--- src/meiu_pkg.sv ---
// Shared constants for the modular inverse unit: sequencer state codes and I/O width.
package meiu_pkg;

  localparam int unsigned STATE_W = 3;

  localparam logic [STATE_W-1:0] ST_IDLE  = 3'd0;
  localparam logic [STATE_W-1:0] ST_CHECK = 3'd1;
  localparam logic [STATE_W-1:0] ST_ALIGN = 3'd2;
  localparam logic [STATE_W-1:0] ST_SUB   = 3'd3;
  localparam logic [STATE_W-1:0] ST_FIN   = 3'd4;

  localparam int unsigned IO_W = 32;

endpackage

--- src/modular_inverse_ext_euclid_unit.sv ---
// Modular inverse by the extended Euclidean algorithm on one shared subtractor.
//
// One transfer in gives one result: value^-1 mod modulus in 0 .. modulus-1, or
// no_inverse with inverse 0 when gcd(value, modulus) != 1 or modulus is 0.
// Inputs are cut to their low WIDTH bits. Each Euclid step finds its quotient
// by shift-align and shift-subtract on a single WIDTH+2 bit subtractor, with
// the coefficient accumulated alongside. The number of Euclid steps is at
// most about 1.44*WIDTH + 2. in_ready is high only while the sequencer is
// idle, so it finishes one item before it takes the next; a finished result
// waits in the output register while the next item is taken in.
module modular_inverse_ext_euclid_unit #(
  parameter int unsigned WIDTH = 32
) (
  input  logic        clk,
  input  logic        rst_n,
  input  logic        in_valid,
  output logic        in_ready,
  input  logic [31:0] in_value,
  input  logic [31:0] in_modulus,
  output logic        out_valid,
  input  logic        out_ready,
  output logic [31:0] out_inverse,
  output logic        out_no_inverse
);

  localparam int unsigned JW = (WIDTH > 1) ? $clog2(WIDTH) : 1;
  localparam int unsigned IOW = meiu_pkg::IO_W;

  logic [meiu_pkg::STATE_W-1:0] state_r, state_nxt;
  logic [WIDTH-1:0] a_r, a_nxt, b_r, b_nxt;
  logic [WIDTH-1:0] ta_r, ta_nxt, tb_r, tb_nxt;
  logic [WIDTH-1:0] d_r, d_nxt, e_r, e_nxt;
  logic [WIDTH-1:0] m_r, m_nxt;
  logic [JW-1:0]    j_r, j_nxt;
  logic             par_r, par_nxt;
  logic [IOW-1:0]   out_inverse_r, out_inverse_nxt;
  logic             out_no_inverse_r, out_no_inverse_nxt;
  logic             out_valid_r, out_valid_nxt;

  logic [WIDTH+IOW-1:0] value_ext, modulus_ext, inv_ext;
  logic [WIDTH-1:0]     value_w, modulus_w;

  logic [WIDTH+1:0] opx, opy, diff;
  logic             ge;
  logic [WIDTH-1:0] a_sub, ta_sub, tm, inv_w;
  logic             ok, out_free;

  assign value_ext   = {{WIDTH{1'b0}}, in_value};
  assign modulus_ext = {{WIDTH{1'b0}}, in_modulus};
  assign value_w     = value_ext[WIDTH-1:0];
  assign modulus_w   = modulus_ext[WIDTH-1:0];

  assign tm = (ta_r == m_r) ? '0 : ta_r;

  // shared subtractor: align compare, subtract step, final normalization
  always_comb begin
    opx = {2'b00, a_r};
    opy = {2'b00, d_r};
    unique case (state_r)
      meiu_pkg::ST_ALIGN: opy = {1'b0, d_r, 1'b0};
      meiu_pkg::ST_FIN: begin
        opx = {2'b00, m_r};
        opy = {2'b00, tm};
      end
      default: ;
    endcase
  end

  assign diff = opx - opy;
  assign ge   = ~diff[WIDTH+1];

  assign a_sub  = ge ? diff[WIDTH-1:0] : a_r;
  assign ta_sub = ge ? (ta_r + e_r) : ta_r;

  assign ok    = (a_r == {{(WIDTH-1){1'b0}}, 1'b1}) && (m_r != '0);
  assign inv_w = par_r ? tm : ((tm == '0) ? '0 : diff[WIDTH-1:0]);
  assign inv_ext = {{IOW{1'b0}}, inv_w};

  assign out_free = !out_valid_r || out_ready;

  always_comb begin
    state_nxt          = state_r;
    a_nxt              = a_r;
    b_nxt              = b_r;
    ta_nxt             = ta_r;
    tb_nxt             = tb_r;
    d_nxt              = d_r;
    e_nxt              = e_r;
    m_nxt              = m_r;
    j_nxt              = j_r;
    par_nxt            = par_r;
    out_inverse_nxt    = out_inverse_r;
    out_no_inverse_nxt = out_no_inverse_r;
    out_valid_nxt      = out_valid_r && !out_ready;
    unique case (state_r)
      meiu_pkg::ST_IDLE: begin
        if (in_valid) begin
          // step from index -1 so the first quotient reduces value mod modulus
          a_nxt     = value_w;
          b_nxt     = modulus_w;
          m_nxt     = modulus_w;
          ta_nxt    = {{(WIDTH-1){1'b0}}, 1'b1};
          tb_nxt    = '0;
          par_nxt   = 1'b1;
          state_nxt = meiu_pkg::ST_CHECK;
        end
      end
      meiu_pkg::ST_CHECK: begin
        if (b_r == '0) begin
          state_nxt = meiu_pkg::ST_FIN;
        end else begin
          d_nxt     = b_r;
          e_nxt     = tb_r;
          j_nxt     = '0;
          state_nxt = meiu_pkg::ST_ALIGN;
        end
      end
      meiu_pkg::ST_ALIGN: begin
        if (ge) begin
          d_nxt = {d_r[WIDTH-2:0], 1'b0};
          e_nxt = {e_r[WIDTH-2:0], 1'b0};
          j_nxt = j_r + 1'b1;
        end else begin
          state_nxt = meiu_pkg::ST_SUB;
        end
      end
      meiu_pkg::ST_SUB: begin
        if (j_r == '0) begin
          a_nxt     = b_r;
          b_nxt     = a_sub;
          ta_nxt    = tb_r;
          tb_nxt    = ta_sub;
          par_nxt   = !par_r;
          state_nxt = meiu_pkg::ST_CHECK;
        end else begin
          a_nxt  = a_sub;
          ta_nxt = ta_sub;
          d_nxt  = {1'b0, d_r[WIDTH-1:1]};
          e_nxt  = {1'b0, e_r[WIDTH-1:1]};
          j_nxt  = j_r - 1'b1;
        end
      end
      meiu_pkg::ST_FIN: begin
        if (out_free) begin
          out_inverse_nxt    = ok ? inv_ext[IOW-1:0] : '0;
          out_no_inverse_nxt = !ok;
          out_valid_nxt      = 1'b1;
          state_nxt          = meiu_pkg::ST_IDLE;
        end
      end
      default: state_nxt = meiu_pkg::ST_IDLE;
    endcase
  end

  always_ff @(posedge clk) begin
    if (!rst_n) begin
      state_r     <= meiu_pkg::ST_IDLE;
      out_valid_r <= 1'b0;
    end else begin
      state_r     <= state_nxt;
      out_valid_r <= out_valid_nxt;
    end
    a_r              <= a_nxt;
    b_r              <= b_nxt;
    ta_r             <= ta_nxt;
    tb_r             <= tb_nxt;
    d_r              <= d_nxt;
    e_r              <= e_nxt;
    m_r              <= m_nxt;
    j_r              <= j_nxt;
    par_r            <= par_nxt;
    out_inverse_r    <= out_inverse_nxt;
    out_no_inverse_r <= out_no_inverse_nxt;
  end

  assign in_ready       = (state_r == meiu_pkg::ST_IDLE);
  assign out_valid      = out_valid_r;
  assign out_inverse    = out_inverse_r;
  assign out_no_inverse = out_no_inverse_r;

  // divisor never zero while a quotient is being formed
  a_div_nonzero: assert property (@(posedge clk) disable iff (!rst_n)
    (state_r == meiu_pkg::ST_ALIGN || state_r == meiu_pkg::ST_SUB) |-> (d_r != '0))
    else $error("zero divisor in quotient step");

  // a transfer in starts the sequencer, which then holds off new input
  a_busy_after_in: assert property (@(posedge clk) disable iff (!rst_n)
    (in_valid && in_ready) |=> !in_ready)
    else $error("ready after input transfer");

  // a flagged result always carries zero
  a_flag_zero: assert property (@(posedge clk) disable iff (!rst_n)
    (out_valid && out_no_inverse) |-> (out_inverse == '0))
    else $error("nonzero inverse with no_inverse");

  // subtract phase keeps the partial remainder below twice the shifted divisor
  a_rem_bound: assert property (@(posedge clk) disable iff (!rst_n)
    (state_r == meiu_pkg::ST_SUB) |-> ({1'b0, a_r} < {d_r, 1'b0}))
    else $error("partial remainder out of range");

  // new results are loaded only when the output register is free
  a_no_overwrite: assert property (@(posedge clk) disable iff (!rst_n)
    (out_valid && !out_ready) |=> (out_valid && $stable(out_inverse)))
    else $error("pending result overwritten");

endmodule
--- config.mk ---
export PLATFORM = sky130hd
export DESIGN_NAME = modular_inverse_ext_euclid_unit
export DESIGN_NICKNAME = d
export VERILOG_FILES = /design/src/meiu_pkg.sv /design/src/modular_inverse_ext_euclid_unit.sv
export SDC_FILE = /design/constraint.sdc
export NUM_CORES = 1
export LEC_CHECK = 0
export BUFFER_PORTS_ARGS = -buffer_cell sky130_fd_sc_hd__buf_2
export CAP_MARGIN = 20
export CORE_MARGIN = 2
export CORE_UTILIZATION = 55
export CTS_BUF_LIST = sky130_fd_sc_hd__clkbuf_4 sky130_fd_sc_hd__clkbuf_8
export DETAILED_ROUTE_END_ITERATION = 10
export PLACE_DENSITY = 0.84
export REMOVE_ABC_BUFFERS = 1
export SLEW_MARGIN = 25
export SYNTH_ARGS = -nofsm -noshare
export SYNTH_HDL_FRONTEND = slang
export SYNTH_SLANG_ARGS = --single-unit
--- constraint.sdc ---
create_clock -name clk -period 14.03 [get_ports clk]
set_clock_uncertainty 0.05 [all_clocks]
set_input_delay 1.403 -clock clk [delete_from_list [all_inputs] [get_ports clk]]
set_output_delay 1.403 -clock clk [all_outputs]
set_load 0.05 [all_outputs]
==> impl_metrics.ini <==
[routing]
via_count = 15045
wl_per_cell_microns = 24.38
drcViolationCount = 8
drtIter0Drc = 2165
drtAntennaViolNets = 0
drtPass1Iterations = 11
routed_wl_mm = 54.48
vias_per_cell = 6.735

[global_routing]
grt_pass1_vias = 14481
overflow = 0
grt_pass1_wl_mm = 83.82
grt_max_degree = 71
antenna_found_initial = 0
grt_use_total = 0.3278

[timing]
setup_viol_count_final = 0
min_period_ns = 7.082
slew_headroom = 0.3205
worst_slack_ns = 6.948
tightestPinTransition_ns = 1.019
fin_crit_sh = 0.5048
hold_viol = 0
rsz0062_at_grt = no
fmax_mhz = 141.2
slew_viol_final = 0
tns_ns = 0

[synthesis]
synth_top_area_frac = 0.4621
synth_top_family_by_area = compound AO/OA/AOI/OAI gates
synth_xor_area_frac = 0.04459
yosysUniqueCellTypes = 74
yosys_register_bits = 267
synth_edf_count = 263
synth-adder-area-share = 0.05184
synth_simple_gate_area_share = 0.1458
yosysSeqAreaShare = 0.4668
synth_top_cell_by_area = edfxtp_1
synthCells = 1739
yosysWarnings = 0
synth.area.top_cells = edfxtp_1, mux2i_1, nand2_1
synth.area.mux_share = 0.06502
synth.avg_cell_area_sq_um = 9.827
ys.flop_type = edfxtp_1
synth_compound_area_frac = 0.1922
async_reset_ff_frac = 0
mappedNetlistArea_sq_um = 17090

[cells_and_area]
final_common_cell = edfxtp_1
fin_nets = 1940
mostFrequentLayoutCells = edfxtp_1, nand2_1, o21ai_0
design_area_sq_um = 18810
drive_gt1_frac = 0.1257
n_antenna_cell = 0
syn_to_final_growth_pct = 10.05
layout.cells.non_filler = 2234

[worst_setup_path]
end_kind = register
crit_path_start = ta_r[26]
rr_endpoint = d_r[26]
crit_end = d_r[26]
reg2reg_from = ta_r[26]
crit_cells = 20
path_class = reg -> reg
rrSetupSlack_ns = 6.95
crit_buf_inv = 4
reg2reg_depth = 20
max_stage_delay_ns = 0.77
crit_chain = xor2_1 -> nor4_1 -> nand4_1 -> nor2_1 -> nor2_2 -> buf_4 -> a222oi_1 -> ha_1 -> and2_1 -> nor3b_1 -> a211oi_2 -> o21ai_1 -> a21o_2 -> a211oi_2 -> buf_4 -> nor2_8 -> buf_4 -> nand3_1 -> a21oi_4 -> buf_4
path_common_cell = buf_4
start_kind = register
slowest_stage = buf_4
critPathRequiredTime_ns = 14.18
crit_family = simple AND/OR/NAND/NOR gates
crit_arrival_ns = 7.23
path_max_fanout = 59

[placement]
dpl.hpwl_mm = 37.78
place_area_sq_um = 17860
io_buffers = 102
place_ws_ns = 7.168
place_congestion = 1.012
post-place-cells = 2150

[die]
rows = 64
dieArea_sq_um = 32500
die_w_microns = 180.3
die_y_microns = 180.3
start_util = 0.5587
core_sq_um = 30590
pin_count = 103

[cts]
clk_pin_slew_ns = 0.07
root_buffer = clkbuf_8
cts_tree = yes
numClockSinks = 267
post_cts.repair.setup_buffers = 0
cts_buffer_depth = 3
numCtsBuffers = 46
clock_latency_ns = 0.58
cts_hold_buf = 0
htreeDepth = 2
cts_resized = 0

[outcome]
violations = DRC
status = complete, but fails checks

[power]
power_mw = 2.440
power_density_nw_per_um2 = 129.8
max-vdd-ir-drop_mv = 0.05884
leakage_nw = 7.283

[hold_path]
min_path_type = reg -> reg
hold_start = tb_r[12]

[run]
maxCapViolations = 0
==> logic make-up (layout without fill, tap and decap cells) <==
kind of cell | count (synthesis) | count (layout)
buffers and inverters | 138 | 237
DFF | 267 | 267
and+or+nand+nor | 553 | 553
AOI/OAI and AO/OA | 514 | 514
muxes | 111 | 111
adders and majority gates | 69 | 69
xor gates and xnor gates | 87 | 87
==> through the flow <==
step | hold slack [ns] | utilization
2_1_floorplan | 0.4664 | -
3_3_place_gp | 0.4749 | 0.5838
3_5_place_dp | 0.4826 | 0.5838
4_1_cts | 0.4947 | 0.6139
5_1_grt | 0.5256 | 0.6148
6_report | 0.4984 | 0.6148
==> flip-flops by register name, indices dropped and copies added, names as in the netlist <==
signal	cells
d_r	32
par_r	1
j_r	5
state_r	3
tb_r	32
out_no_inverse	1
ta_r	32
b_r	32
m_r	32
out_inverse	32
out_valid	1
a_r	32
e_r	32
==> layout make-up <==
| class | instances | area, sq um |
|---|---|---|
| Fill cell | 2549 | 11780 |
| Multi-Input combinational cell | 1334 | 8605 |
| Sequential cell | 267 | 7981 |
| Clock buffer | 58 | 748.2 |
| Timing Repair Buffer | 123 | 688.2 |
| Tap cell | 396 | 495.5 |
| Clock inverter | 25 | 171.4 |
| Inverter | 31 | 116.4 |
==> worst min path at each step <==
stage / endpoint / slack (ns) / cells past startpoint
2_1_floorplan: e_r[10] / 0.47 / 2
3_3_place_gp: e_r[20] / 0.47 / 2
3_5_place_dp: e_r[24] / 0.48 / 2
4_1_cts: e_r[18] / 0.49 / 2
5_1_grt: e_r[4] / 0.53 / 2
6_report: e_r[12] / 0.50 / 2
==> synthesized netlist by cell type, types with 4 or more instances <==
cell type and n:
o31ai_1 4, o21bai_1 7, edfxtp_1 263, nor2b_1 7, nor3_1 15, xor2_1 48
a222oi_1 31, clkbuf_1 91, o21a_1 16, buf_2 4, nand2_1 260, a211oi_1 9
nor4_1 43, o21ai_1 51, a21o_1 28, and3_1 31, dfxtp_1 4, nand2b_1 11
nor3b_1 4, a21oi_1 126, o21ai_0 130, nand3_1 21, and2_1 5, inv_1 30
o221ai_1 4, xnor2_1 39, a31oi_1 8, ha_1 66, a2bb2oi_1 9, nand4_1 19
o211ai_1 12, o31a_1 5, a21boi_0 4, buf_6 6, buf_1 4, mux2i_1 111
a22oi_1 31, nor2_1 123
==> worst register-to-register path, stage by stage, from the launching register on <==
cell and delay [ns]:
edfxtp_1 0.56, xor2_1 0.25, nor4_1 0.33, nand4_1 0.13, nor2_1 0.32, nor2_2 0.23
buf_4 0.27, a222oi_1 0.45, ha_1 0.25, and2_1 0.26, nor3b_1 0.27, a211oi_2 0.09
o21ai_1 0.09, a21o_2 0.14, a211oi_2 0.07, buf_4 0.21, nor2_8 0.34, buf_4 0.77
nand3_1 0.35, a21oi_4 0.45, buf_4 0.77
==> layer usage <==
metal | GRT usage | vias up | wire length, microns
met5 | 0 | - | 0
met4 | 0.1342 | 0 | 2303
met3 | 0.06993 | 178 | 6749
met2 | 0.5038 | 1061 | 24430
met1 | 0.4534 | 7110 | 20990
li1 | - | 6696 | -
==> report_power, final <==
part | internal [mW] | switching (mW)
Sequential | 0.957 | 0.0806
Combinational | 0.245 | 0.429
Clock | 0.388 | 0.341
Total | 1.59 | 0.850
(Power assumes the default switching activity.)
